--- src/rtl/core/dhp_pkg.sv ---
// ----------------------------------------------------------------------------
// dhp_pkg
// Shared types, codes and constants of the disk host port protocol block.
// ----------------------------------------------------------------------------
package dhp_pkg;

  localparam int unsigned MEDIA_SECTORS = 4096;
  localparam int unsigned SECTOR_BYTES  = 512;
  localparam int unsigned OFF_W         = $clog2(SECTOR_BYTES);
  localparam int unsigned MEDIA_AW      = 21;
  localparam int unsigned MEDIA_BYTES   = MEDIA_SECTORS * SECTOR_BYTES;
  localparam int unsigned USED_W        = $clog2(MEDIA_SECTORS + 1);
  localparam int unsigned LBA_W         = 25;
  localparam int unsigned STREAM_W      = 18;
  localparam int unsigned QUEUE_DEPTH   = 4;
  localparam int unsigned QPTR_W        = $clog2(QUEUE_DEPTH);

  // opcodes
  localparam logic [7:0] OP_READ_A    = 8'h08;
  localparam logic [7:0] OP_READ_B    = 8'hE5;
  localparam logic [7:0] OP_WRITE_A   = 8'h0A;
  localparam logic [7:0] OP_WRITE_B   = 8'hE6;
  localparam logic [7:0] OP_INIT      = 8'h0C;
  localparam logic [7:0] OP_DISCARD   = 8'h0F;

  // status codes
  localparam logic [7:0] ST_IDLE      = 8'h00;
  localparam logic [7:0] ST_REQ_FRAME = 8'h0D;
  localparam logic [7:0] ST_XFER_IN   = 8'h09;
  localparam logic [7:0] ST_RES0      = 8'h0F;
  localparam logic [7:0] ST_RES1      = 8'h1F;
  localparam logic [7:0] ST_XFER_OUT  = 8'h0B;
  localparam logic [7:0] NO_DATA      = 8'hFF;
  localparam logic [3:0] INIT_PARAMS  = 4'd8;

  typedef enum logic [2:0] {
    KIND_DATA_WR   = 3'd0,
    KIND_DATA_RD   = 3'd1,
    KIND_STATUS_WR = 3'd2,
    KIND_STATUS_RD = 3'd3,
    KIND_STROBE_WR = 3'd4,
    KIND_PRELOAD   = 3'd5
  } kind_e;

  typedef enum logic [2:0] {
    CMD_DATA_WR,
    CMD_DATA_RD,
    CMD_STATUS_WR,
    CMD_STATUS_RD,
    CMD_STROBE,
    CMD_PRELOAD,
    CMD_NONE
  } cmd_e;

  typedef enum logic [3:0] {
    P_PREFIX,
    P_STROBE,
    P_FRAME_REQ,
    P_FRAME_RX,
    P_PARAMS,
    P_RESULT0,
    P_RESULT1,
    P_RD_STREAM,
    P_WR_STREAM,
    P_DISCARD
  } phase_e;

  typedef struct packed {
    cmd_e                  cmd;
    logic [7:0]            data;
    logic [MEDIA_AW-1:0]   addr;
  } item_t;

  // boot signature of an empty first sector
  function automatic logic [7:0] boot_byte(input logic [OFF_W-1:0] off);
    logic [7:0] b;
    case (off)
      9'd0:    b = 8'hE9;
      9'd3:    b = 8'h45;
      9'd4:    b = 8'h50;
      9'd5:    b = 8'h53;
      9'd6:    b = 8'h4F;
      9'd7:    b = 8'h4E;
      default: b = 8'h00;
    endcase
    return b;
  endfunction

endpackage

--- src/rtl/core/dhp_front.sv ---
// ----------------------------------------------------------------------------
// dhp_front
// Accepts requests, classifies the kind and queues them for the engine.
// ----------------------------------------------------------------------------
module dhp_front (
  input  logic                       clk_i,
  input  logic                       rst_ni,
  input  logic                       in_valid_i,
  output logic                       in_ready_o,
  input  logic [2:0]                 kind_i,
  input  logic [7:0]                 data_i,
  input  logic [dhp_pkg::MEDIA_AW-1:0] media_address_i,
  output logic                       q_valid_o,
  output dhp_pkg::item_t             q_item_o,
  input  logic                       q_pop_i
);
  import dhp_pkg::*;

  item_t             slot_q [QUEUE_DEPTH];
  logic [QPTR_W-1:0] wr_ptr_q, rd_ptr_q;
  logic [QPTR_W:0]   count_q;
  item_t             item_in;
  logic              push;

  // classify the request kind
  always_comb begin
    item_in.data = data_i;
    item_in.addr = media_address_i;
    case (kind_e'(kind_i))
      KIND_DATA_WR:   item_in.cmd = CMD_DATA_WR;
      KIND_DATA_RD:   item_in.cmd = CMD_DATA_RD;
      KIND_STATUS_WR: item_in.cmd = CMD_STATUS_WR;
      KIND_STATUS_RD: item_in.cmd = CMD_STATUS_RD;
      KIND_STROBE_WR: item_in.cmd = CMD_STROBE;
      KIND_PRELOAD:   item_in.cmd = CMD_PRELOAD;
      default:        item_in.cmd = CMD_NONE;
    endcase
  end

  assign in_ready_o = (count_q != (QPTR_W+1)'(QUEUE_DEPTH));
  assign push       = in_valid_i && in_ready_o;
  assign q_valid_o  = (count_q != '0);
  assign q_item_o   = slot_q[rd_ptr_q];

  // queue storage
  always_ff @(posedge clk_i) begin
    if (push) begin
      slot_q[wr_ptr_q] <= item_in;
    end
  end

  // queue pointers
  always_ff @(posedge clk_i or negedge rst_ni) begin
    if (!rst_ni) begin
      wr_ptr_q <= '0;
      rd_ptr_q <= '0;
      count_q  <= '0;
    end else begin
      if (push) wr_ptr_q <= wr_ptr_q + 1'b1;
      if (q_pop_i) rd_ptr_q <= rd_ptr_q + 1'b1;
      count_q <= count_q + (QPTR_W+1)'(push) - (QPTR_W+1)'(q_pop_i);
    end
  end

endmodule

--- config.mk ---
export PLATFORM = sky130hd
export DESIGN_NAME = dhp_front
export DESIGN_NICKNAME = d
export VERILOG_FILES = /design/src/rtl/core/dhp_pkg.sv /design/src/rtl/core/dhp_front.sv
export SDC_FILE = /design/constraint.sdc
export NUM_CORES = 1
export LEC_CHECK = 0
export ABC_CLOCK_PERIOD_IN_PS = 2600
export CORE_ASPECT_RATIO = 1.2
export CORE_UTILIZATION = 44
export DETAILED_ROUTE_END_ITERATION = 6
export DONT_BUFFER_PORTS = 1
export PLACE_DENSITY_LB_ADDON = 0.08
export SLEW_MARGIN = 20
export SYNTH_ARGS = -nofsm -noshare
export SYNTH_HDL_FRONTEND = slang
export SYNTH_SLANG_ARGS = --single-unit
--- constraint.sdc ---
create_clock -name clk_i -period 2.6 [get_ports clk_i]
set_input_delay 0.39 -clock clk_i [delete_from_list [all_inputs] [get_ports clk_i]]
set_output_delay 0.39 -clock clk_i [all_outputs]
set_load 0.01 [all_outputs]
---- Word level (Yosys, flattened, before mapping) ----
Memory sizes are Yosys's and may differ from the RTL's.
Index checks and enable logic that the tools add are counted.
cells by class
  muxes and demuxes ....................... 3
  eq/ne operators ......................... 6
  reduce and logical (&&, ||, !) cells .... 3
  $add $sub $neg .......................... 4
operators by type and width
  kind                                                              count
  3-bit case mux with 6 select lines                                1
  3-bit by 2-bit == test with 1-bit output (second input constant)  2
  3-bit == test (second input constant)                             2
  2-bit by 1-bit adder with 2-bit output (second input constant)    2
  3-bit by 1-bit adder with 3-bit output                            1
  3-bit by 1-bit == test with 1-bit output (second input constant)  1
  3-bit logical NOT                                                 1
  3-bit inequality test (second input constant)                     1
  3-bit nonzero test                                                1
  3-bit by 1-bit subtractor with 3-bit output                       1
  1-bit two-way mux                                                 2
  1-bit logical AND                                                 1
storage, ports and cells
  memories ................................ 1
  logic and storage cells ................. 20
  flip-flop bits (word level) ............. 7
  input port bits ......................... 36
  output and inout bits ................... 34
  bits in writable memories ............... 128
memory list
  name    depth  width  read ports  clocked after Yosys merged registers in  write ports  line             text
  slot_q  4      32     1           0                                        1            dhp_front.sv:19  item_t slot_q [QUEUE_DEPTH];

---- Longest topological paths before layout ----
Gate-level depths: netlist of the first run.
  word-level depth ........................ 4
  mapped depth ............................ 8
  mapped depth without buffers ............ 8

---- Worst setup path after synthesis of the first run ----
Ideal clock, no wire load.
  kind .................................... flip-flop to flip-flop
  start ................................... register count_q[2]
  end ..................................... register count_q[2]
  clock period less this slack ............ 1,945 ps
  setup time .............................. 80 ps
  setup slack ............................. 655 ps
  cell stages (with the launch flop) ...... 9
  path buffers ............................ 0
  data required time ...................... 2,520 ps
  arrival time ............................ 1,865 ps
  path through ............................ dfrtp_1 > nor3b_2 > nand2b_1 > ha_1 > inv_1 > ha_1 > fa_1 > xnor2_1 > xnor2_1
on the way
  word-level cells in the longest chain between the ends .. 4
ends and longest elaborated chain
  item                                           line             text
  start, declared                                dhp_front.sv:21  logic [QPTR_W:0] count_q;
  start signal, assigned                         dhp_front.sv:61  count_q <= count_q + (QPTR_W+1)'(push) - (QPTR_W+1)'(q_pop_i);
  3-bit inequality test                          dhp_front.sv:40  assign in_ready_o = (count_q != (QPTR_W+1)'(QUEUE_DEPTH));
  1-bit logical AND                              dhp_front.sv:41  assign push = in_valid_i && in_ready_o;
  3-bit by 1-bit adder with 3-bit output *       dhp_front.sv:61
  3-bit by 1-bit subtractor with 3-bit output *  dhp_front.sv:61
Mark *: on every way between the ends. The rest lies on a longest branch, timed or not.
A chain may end at the register's enable or synchronous reset.

==> results of run 1 <==
## layout by cell type, fill, tap and decap left out
master	Yosys	final
inv_1	6	6
or3_1	1	1
buf_4	0	6
fa_1	1	1
o211ai_1	2	2
nand2_1	2	2
buf_12	3	3
clkbuf_1	3	1
nand4bb_1	2	2
inv_6	0	1
xor2_1	1	1
edfxtp_1	128	128
clkinv_1	0	2
a21boi_0	1	1
xnor2_1	3	3
clkinv_2	0	3
clkinvlp_4	0	4
nand2b_1	4	4
ha_1	6	6
bufinv_16	0	4
dfrtp_1	7	6
mux4_1	4	4
clkbuf_16	0	17
nor3b_2	1	1
and3b_2	0	4
dlygate4sd3_1	0	1
mux4_2	28	28
dfrtp_2	0	1
## power groups by stage
stage | combinational (W) | clock (W) | sequential, W
2_1_floorplan | 0.00145 | 0 | 0.00302
3_3_place_gp | 0.00167 | 0 | 0.00308
3_5_place_dp | 0.00170 | 0 | 0.00312
4_1_cts | 0.00171 | 0.00247 | 0.00308
5_1_grt | 0.00179 | 0.00256 | 0.00312
6_report | 0.00166 | 0.00243 | 0.00307
## area by class of cell
cell class,instances,share of cell area
well taps,154,0.0323
repair buffers,10,0.0193
inverters,6,0.00378
clock inverters,14,0.0304
multi-input cells,60,0.168
clock buffers,18,0.0720
flip-flops and latches,135,0.674
## cell families (layout without fill, tap and decap cells)
logic type / Yosys count / after routing / synth area share
mux: 32 / 32 / 0.143
compound gates: 3 / 3 / 0.00438
simple gates: 14 / 14 / 0.0212
buf+inv: 16 / 48 / 0.0234
flops: 135 / 135 / 0.782
xor+xnor: 4 / 4 / 0.00682
fa+ha+maj: 7 / 7 / 0.0185
## routing by layer
| layer | wire (µm) | global-route usage | vias to the layer above |
|---|---|---|---|
| li1 | - | - | 919 |
| met1 | 3080 | 0.161 | 1109 |
| met2 | 4520 | 0.259 | 71 |
| met3 | 632 | 0.0717 | 5 |
| met4 | 79 | 0.0462 | 0 |
| met5 | 0 | 0 | - |
## timing repair
item                                    CTS  global route
gates resized for setup                   0             0
hold buffers                              1             0
endpoints found under the setup margin    0             0
hold endpoints to repair                  7             0
## path summary, 6_finish.rpt
kind | startpoint | to | slack [ns]
min in group asynchronous | rst_ni | count_q[0]$_DFF_PN0_ | 0.33
worst min register to register | count_q[0]$_DFF_PN0_ | count_q[0]$_DFF_PN0_ | 0.61
worst min-delay path | q_pop_i | rd_ptr_q[0]$_DFFE_PN0P_ | 0.07
max in group asynchronous | rst_ni | rd_ptr_q[0]$_DFFE_PN0P_ | 1.99
worst max register to register | count_q[1]$_DFF_PN0_ | count_q[2]$_DFF_PN0_ | 0.46
worst max-delay path | rd_ptr_q[0]$_DFFE_PN0P_ | q_item_o[22] | 0.26
## stage by stage
step,worst slack [ns],area (µm²),hold WS [ns],std cells
final,0.265,5960,0.0652,397
after global routing,0.119,5960,0.0490,397
after CTS,0.181,5960,0.0523,397
after detailed placement,0.435,5340,0.0946,364
after global placement,0.610,5340,0.0947,364
after floorplan,0.655,5140,0.0944,211
## sequential cells by signal, summed over array words and instances (netlist names)
signal    cells
slot_q      128
count_q       3
rd_ptr_q      2
wr_ptr_q      2
## worst max-delay path, cell delays in order (launching register included)
cell and delay, ns:
dfrtp_2 0.61, buf_4 0.34, mux4_2 0.59
==> impl_metrics.json, run 1 <==
{
  "fill_cells": 866,
  "leakagePower_nw": 1.96,
  "syn_avg_cell_area_um2": 24.3,
  "synth_common_cells": "128 x edfxtp_1, 28 x mux4_2, 7 x dfrtp_1, 6 x ha_1, 6 x inv_1",
  "core-area_um2": 11200,
  "grt_start_max_net_pins": 22,
  "critPathMaxFanout": 13,
  "postRouteAntennaNets": 0,
  "cts_setup_buffers": 0,
  "vias_per_cell": 5.30,
  "p_int_w": 0.00522,
  "track_usage": 0.150,
  "min_period_over_period": 0.898,
  "critPathLaunchType": "flip-flop",
  "tns_ns": 0,
  "dieArea_um2": 12100,
  "path_class": "flip-flop to output pin",
  "antenna_cells": 0,
  "drcViolationCount": 0,
  "yosys_register_bits": 135,
  "grt_pass1_wl_um": 12400,
  "final_util": 0.533,
  "cts-buffers-inserted": 17,
  "first_iter_violations": 101,
  "p_per_area_nw_per_um2": 1200,
  "power_frac_clock": 0.340,
  "cp.required_ns": 2.21,
  "clk_pin_slew_ns": 0.05,
  "ys_warn_count": 0,
  "firstDrtPassIters": 4,
  "num_rows": 42,
  "vias": 2104,
  "switching_share": 0.270,
  "finalHoldViolations": 0,
  "p_total_w": 0.00715,
  "antenna_found_initial": 0,
  "comb_power_share": 0.232,
  "cp.arrival_ns": 1.95,
  "die_w_um": 101,
  "area_growth_pct": 16.1,
  "tightest_slew_ns": 0.464,
  "fmax_ghz": 0.428,
  "clockRootBuffer": "clkbuf_16",
  "wl_um": 8310,
  "whs_path_depth": 1,
  "cts_buffer_depth": 2,
  "initial_core_util": 0.459,
  "synth_nets": 254,
  "synth_edf_count": 128,
  "layout-drive-gt1-share": 0.296,
  "slew_violations": 0,
  "outcome": "finished, final reports clean",
  "setup_viol": 0,
  "relSlewSlack": 0.688,
  "period_needed_ns": 2.34,
  "globalplace.congestion": 0.696,
  "hold_class": "input pin to flip-flop",
  "p_switching_w": 0.00193,
  "numPortBuffers": 0,
  "skew_ns": 0.00672,
  "synthDistinctLibCells": 21,
  "reg2reg_depth": 8,
  "multi_input_area_um2": 1000,
  "ir_drop_mv": 0.568,
  "clk_latency_ns": 0.40,
  "worst_setup_path_end_kind": "output pin",
  "maxCapViolations": 0,
  "regArea_um2": 4020,
  "seq_area_frac_synth": 0.782,
  "grt.overflow.total": 0,
  "post-dp-hpwl_um": 5310,
  "synth-async-reset-ratio": 0.0519,
  "synth-main-ff-cell": "edfxtp_1",
  "synth_area_um2": 5140,
  "post_drt_wl_per_cell_um": 20.9,
  "io_pins": 70,
  "nNetsFinal": 273,
  "cts_sinks": 135,
  "cts_tree": "built",
  "grt_pass1_vias": 2253,
  "syn_inst": 211,
  "die_height_um": 120,
  "yosys-top-cells-area": "edfxtp_1 75%, mux4_2 12%, dfrtp_1 3.4%",
  "yosysMostFrequentCell": "edfxtp_1",
  "rsz0062_at_grt": "no",
  "htree_levels": 4,
  "synth_top_area_frac": 0.748,
  "p_seq_frac": 0.429,
  "yosysTopAreaCell": "edfxtp_1"
}
No activity file was read; power rests on OpenSTA's default activity.
==> run 2, diff against run 1 <==
--- a/config.mk
+++ b/config.mk
@@ -5,9 +5,10 @@
 export SDC_FILE = /design/constraint.sdc
 export NUM_CORES = 1
 export LEC_CHECK = 0
-export ABC_CLOCK_PERIOD_IN_PS = 2600
+export ABC_CLOCK_PERIOD_IN_PS = 3050
 export CORE_ASPECT_RATIO = 1.2
 export CORE_UTILIZATION = 44
+export CTS_CLUSTER_SIZE = 14
 export DETAILED_ROUTE_END_ITERATION = 6
 export DONT_BUFFER_PORTS = 1
 export PLACE_DENSITY_LB_ADDON = 0.08
==> constraint.sdc (replaced) <==
create_clock -name clk_i -period 3.05 [get_ports clk_i]
set_input_delay 0.4575 -clock clk_i [delete_from_list [all_inputs] [get_ports clk_i]]
set_output_delay 0.4575 -clock clk_i [all_outputs]
set_load 0.01 [all_outputs]
==> impl_metrics.json, run 2 (same netlist as run 1, synthesis figures left out) <==
{
  "finalHoldViolations": 0,
  "postRouteAntennaNets": 0,
  "globalplace.congestion": 0.751,
  "ir_drop_mv": 0.659,
  "p_total_w": 0.00599,
  "antenna_cells": 0,
  "core-area_um2": 11200,
  "critPathLaunchType": "flip-flop",
  "skew_ns": 0.00494,
  "drcViolationCount": 0,
  "tns_ns": 0,
  "cp.required_ns": 2.59,
  "maxCapViolations": 0,
  "crit_chain": "buf_4, mux4_2",
  "reg.largest.list": "slot_q: 128 flops, count_q: 3 flops",
  "p_switching_w": 0.00158,
  "holdWs_ns": 0.139,
  "grt_start_max_net_pins": 33,
  "p_per_area_nw_per_um2": 1020,
  "layout_commonest_cell": "edfxtp_1",
  "rsz0062_at_grt": "no",
  "slew_violations": 0,
  "critPathMaxFanout": 14,
  "numPortBuffers": 0,
  "largest_register": "slot_q",
  "tightest_slew_ns": 0.926,
  "p_seq_frac": 0.439,
  "min_period_over_period": 0.781,
  "period_needed_ns": 2.38,
  "cts_tree": "built",
  "first_iter_violations": 94,
  "initial_core_util": 0.459,
  "final_cell_mix": "128 x edfxtp_1, 28 x mux4_2, 17 x clkbuf_16",
  "grt_pass1_vias": 2247,
  "fmax_ghz": 0.420,
  "fin_cells": 392,
  "largest_reg_flops": 128,
  "cts_sinks": 135,
  "switching_share": 0.264,
  "cts-buffers-inserted": 17,
  "p_int_w": 0.00440,
  "die_w_um": 101,
  "post_drt_wl_per_cell_um": 20.9,
  "path_class": "flip-flop to output pin",
  "firstDrtPassIters": 4,
  "wl_um": 8190,
  "antenna_found_initial": 0,
  "slowest_delay_ns": 0.65,
  "clockRootBuffer": "clkbuf_16",
  "nNetsFinal": 268,
  "fin_area_um2": 5880,
  "htree_levels": 4,
  "cp_slowest_cell": "dfrtp_2",
  "setup_viol": 0,
  "worst_setup_path_end_kind": "output pin",
  "reg2reg_slack_ns": 0.93,
  "cts_buffer_depth": 2,
  "comb_power_share": 0.229,
  "vias": 2071,
  "power_frac_clock": 0.332,
  "dpl-instance-area_um2": 5280,
  "relSlewSlack": 0.383,
  "die_height_um": 120,
  "dieArea_um2": 12100,
  "cp.arrival_ns": 1.92,
  "vias_per_cell": 5.28,
  "grt_pass1_wl_um": 12200,
  "hold_class": "input pin to flip-flop",
  "grt.overflow.total": 0,
  "post-dp-hpwl_um": 4980,
  "io_pins": 70,
  "outcome": "finished, final reports clean",
  "num_rows": 42,
  "track_usage": 0.147,
  "clk_pin_slew_ns": 0.05,
  "leakagePower_nw": 1.93,
  "area_growth_pct": 14.6,
  "dp.cells": 359,
  "clk_latency_ns": 0.40,
  "layout-drive-gt1-share": 0.265
}
## run 2: cell types whose count changed in the layout (fill, tap and decap cells not counted), sizes merged
cell      delta
clkinvlp     -4
clkinv       -3
inv          -1
buf          -5
clkbuf      +10
bufinv       -2
## run 2: power by group through the flow
stage	clock (W)	combinational [W]	sequential (W)
after detailed placement	0	0.00141	0.00267
after floorplan	0	0.00123	0.00257
after CTS	0.00203	0.00142	0.00264
after global placement	0	0.00136	0.00264
after global routing	0.00211	0.00147	0.00267
final	0.00199	0.00137	0.00263
## run 2: worst paths after layout
| check | startpoint | end | cells past startpoint |
|---|---|---|---|
| min | q_pop_i | rd_ptr_q[0]$_DFFE_PN0P_ | 1 |
| max reg2reg | count_q[1]$_DFF_PN0_ | count_q[2]$_DFF_PN0_ | 8 |
| max in group asynchronous | rst_ni | rd_ptr_q[0]$_DFFE_PN0P_ | 1 |
| min reg2reg | wr_ptr_q[1]$_DFFE_PN0P_ | wr_ptr_q[1]$_DFFE_PN0P_ | 2 |
| max | rd_ptr_q[0]$_DFFE_PN0P_ | q_item_o[16] | 2 |
| min in group asynchronous | rst_ni | count_q[1]$_DFF_PN0_ | 1 |
## run 2: metal layers
layer  track usage  share of wire  wire length [µm]  up-vias
met5             0              0                 0        -
met4        0.0661          0.015               120        0
met3        0.0595          0.054               443       11
met2         0.254           0.55              4510       59
met1         0.156           0.38              3110     1089
li1              -              -                 -      912
## run 2: what timing repair did
item / 4_1_cts / 5_1_grt
hold buffers: 1 / 0
resized for setup: 0 / 0
buffers inserted: 0 / 0
hold endpoints to repair: 7 / 0
## run 2: worst max-delay path: cells and delay by family, from the launching register on
family / cells / cell delay [ns]
flops: 1 / 0.65
mux: 1 / 0.57
buf+inv: 1 / 0.31
## run 2: metrics by stage
stage / setup slack (ns) / util
3_5_place_dp: 0.908 / 0.472
6_report: 0.668 / 0.526
4_1_cts: 0.593 / 0.526
5_1_grt: 0.530 / 0.526
3_3_place_gp: 1.05 / 0.472
2_1_floorplan: 1.10 / -
## run 2: final cells by class
type	instances	area, µm²
Multi-Input combinational cell	60	1000
Tap cell	154	193
Clock buffer	28	527
Inverter	6	22.5
Sequential cell	135	4020
Clock inverter	4	67.6
Fill cell	847	5310
Timing Repair Buffer	5	52.6
==> run 3, diff against run 2 <==
--- a/config.mk
+++ b/config.mk
@@ -5,7 +5,7 @@
 export SDC_FILE = /design/constraint.sdc
 export NUM_CORES = 1
 export LEC_CHECK = 0
-export ABC_CLOCK_PERIOD_IN_PS = 3050
+export ABC_CLOCK_PERIOD_IN_PS = 1900
 export CORE_ASPECT_RATIO = 1.2
 export CORE_UTILIZATION = 44
 export CTS_CLUSTER_SIZE = 14
==> constraint.sdc (replaced) <==
create_clock -name clk_i -period 1.9 [get_ports clk_i]
set_input_delay 0.285 -clock clk_i [delete_from_list [all_inputs] [get_ports clk_i]]
set_output_delay 0.285 -clock clk_i [all_outputs]
set_load 0.01 [all_outputs]
==> impl_metrics.json, run 3 (same netlist as run 1, synthesis figures left out) <==
{
  "firstDrtPassIters": 4,
  "vias": 2281,
  "first_iter_violations": 117,
  "postRouteAntennaNets": 0,
  "outcome": "finished, final reports clean",
  "wl_um": 8690,
  "clk_latency_ns": 0.40,
  "antenna_cells": 0,
  "tightest_slew_ns": 0.573,
  "layout-drive-gt1-share": 0.311,
  "drcViolationCount": 0,
  "post-dp-hpwl_um": 5480,
  "reg.largest.list": "slot_q: 128 flops, count_q: 3 flops",
  "cp.arrival_ns": 1.59,
  "htree_levels": 4,
  "nNetsFinal": 313,
  "cts-buffers-inserted": 17,
  "ir_drop_mv": 0.904,
  "setup_viol": 0,
  "vias_per_cell": 5.22,
  "fin_cells": 437,
  "globalplace.congestion": 0.727,
  "core-area_um2": 11200,
  "grt.overflow.total": 0,
  "dieArea_um2": 12100,
  "p_int_w": 0.00714,
  "clockRootBuffer": "clkbuf_16",
  "leakagePower_nw": 2.11,
  "track_usage": 0.159,
  "period_needed_ns": 1.88,
  "finalHoldViolations": 0,
  "die_height_um": 120,
  "io_pins": 70,
  "worst_setup_path_end_kind": "output pin",
  "critPathLaunchType": "flip-flop",
  "num_rows": 42,
  "area_growth_pct": 23.1,
  "cts_buffer_depth": 2,
  "path_class": "flip-flop to output pin",
  "slew_violations": 0,
  "clk_pin_slew_ns": 0.05,
  "dp.cells": 368,
  "tns_ns": 0,
  "min_period_over_period": 0.989,
  "comb_power_share": 0.268,
  "p_switching_w": 0.00269,
  "fmax_ghz": 0.532,
  "hold_class": "input pin to flip-flop",
  "skew_ns": 0.00900,
  "final_cell_mix": "128 x edfxtp_1, 33 x dlygate4sd3_1, 32 x mux4_2",
  "p_seq_frac": 0.428,
  "maxCapViolations": 0,
  "fill_cells": 864,
  "largest_register": "slot_q",
  "layout_commonest_cell": "edfxtp_1",
  "power_frac_clock": 0.304,
  "cts_sinks": 135,
  "rsz0062_at_grt": "yes",
  "grt_start_max_net_pins": 33,
  "antenna_found_initial": 0,
  "grt_pass1_wl_um": 13400,
  "post_drt_wl_per_cell_um": 19.9,
  "initial_core_util": 0.459,
  "relSlewSlack": 0.618,
  "critPathMaxFanout": 7,
  "switching_share": 0.273,
  "grt_pass1_vias": 2523,
  "p_per_area_nw_per_um2": 1550,
  "cp.required_ns": 1.62,
  "die_w_um": 101,
  "largest_reg_flops": 128,
  "cts_tree": "built",
  "numPortBuffers": 0
}
## run 3: cell count changes in the layout (fill, tap and decap cells not counted), moves of 2 or more
cell	previous run	this run
dlygate4sd3_1	1	33
mux4_2	28	32
buf_12	1	3
clkinv_2	0	4
clkinv_4	0	2
buf_4	3	11
dfrtp_1	6	3
dfrtp_2	1	4
buf_6	0	3
ha_1	6	4
mux4_1	4	0
clkbuf_8	6	0
## run 3: power by group through the flow
stage / clock [W] / sequential (W) / combinational, W
5_1_grt: 0.00317 / 0.00425 / 0.00284
6_report: 0.00299 / 0.00420 / 0.00263
4_1_cts: 0.00305 / 0.00421 / 0.00266
2_1_floorplan: 0 / 0.00414 / 0.00199
3_5_place_dp: 0 / 0.00426 / 0.00244
3_3_place_gp: 0 / 0.00420 / 0.00236
## run 3: worst max-delay path: stages, from the launching register on
cell and delay (ns):
dfrtp_2 0.45, buf_6 0.18, mux4_2 0.56
## run 3: metal layers
layer / wire, µm / track usage / up-vias
met5: 0 / 0 / -
met3: 486 / 0.0549 / 18
met1: 3250 / 0.165 / 1195
li1: - / - / 998
met2: 4790 / 0.285 / 70
met4: 165 / 0.0725 / 0
## run 3: worst paths after layout
path	slack (ns)	cells after the start	from	to
min	0.04	2	q_pop_i	rd_ptr_q[1]$_DFFE_PN0P_
max	0.02	2	rd_ptr_q[0]$_DFFE_PN0P_	q_item_o[26]
min in group asynchronous	0.22	1	rst_ni	wr_ptr_q[1]$_DFFE_PN0P_
max in group asynchronous	1.39	1	rst_ni	rd_ptr_q[1]$_DFFE_PN0P_
max reg2reg	0.04	8	count_q[1]$_DFF_PN0_	count_q[2]$_DFF_PN0_
min reg2reg	0.65	2	wr_ptr_q[1]$_DFFE_PN0P_	wr_ptr_q[1]$_DFFE_PN0P_
## run 3: repair_timing
action	4_1_cts	5_1_grt
pin swaps	3	3
gates resized for setup	14	3
endpoints found under the setup margin	20	32
hold buffers	33	0
buffers inserted	2	2
endpoints found under the hold margin	132	0
## run 3: through the flow
| step | hold WS [ns] | power (W) | setup WS (ns) | utilization | instance area [µm²] |
|---|---|---|---|---|---|
| final | 0.0402 | 0.00983 | 0.0208 | 0.565 | 6320 |
| after global routing | 0.0409 | 0.0103 | -0.0422 | 0.565 | 6320 |
| after CTS | 0.0228 | 0.00993 | -0.0102 | 0.563 | 6300 |
| after detailed placement | -0.0104 | 0.00670 | -0.0368 | 0.480 | 5370 |
| after global placement | -0.0103 | 0.00656 | 0.0550 | 0.480 | 5370 |
| after floorplan | -0.0106 | 0.00613 | 0.0168 | - | 5140 |
## run 3: area by class of cell
class	instances	area (µm²)	area share
clock buffer	22	444	0.0702
clock inverter	10	105	0.0166
inverter	6	22.5	0.00356
multi-input combinational	60	1030	0.163
sequential	135	4020	0.636
tap	154	193	0.0305
timing repair buffer	50	507	0.0801
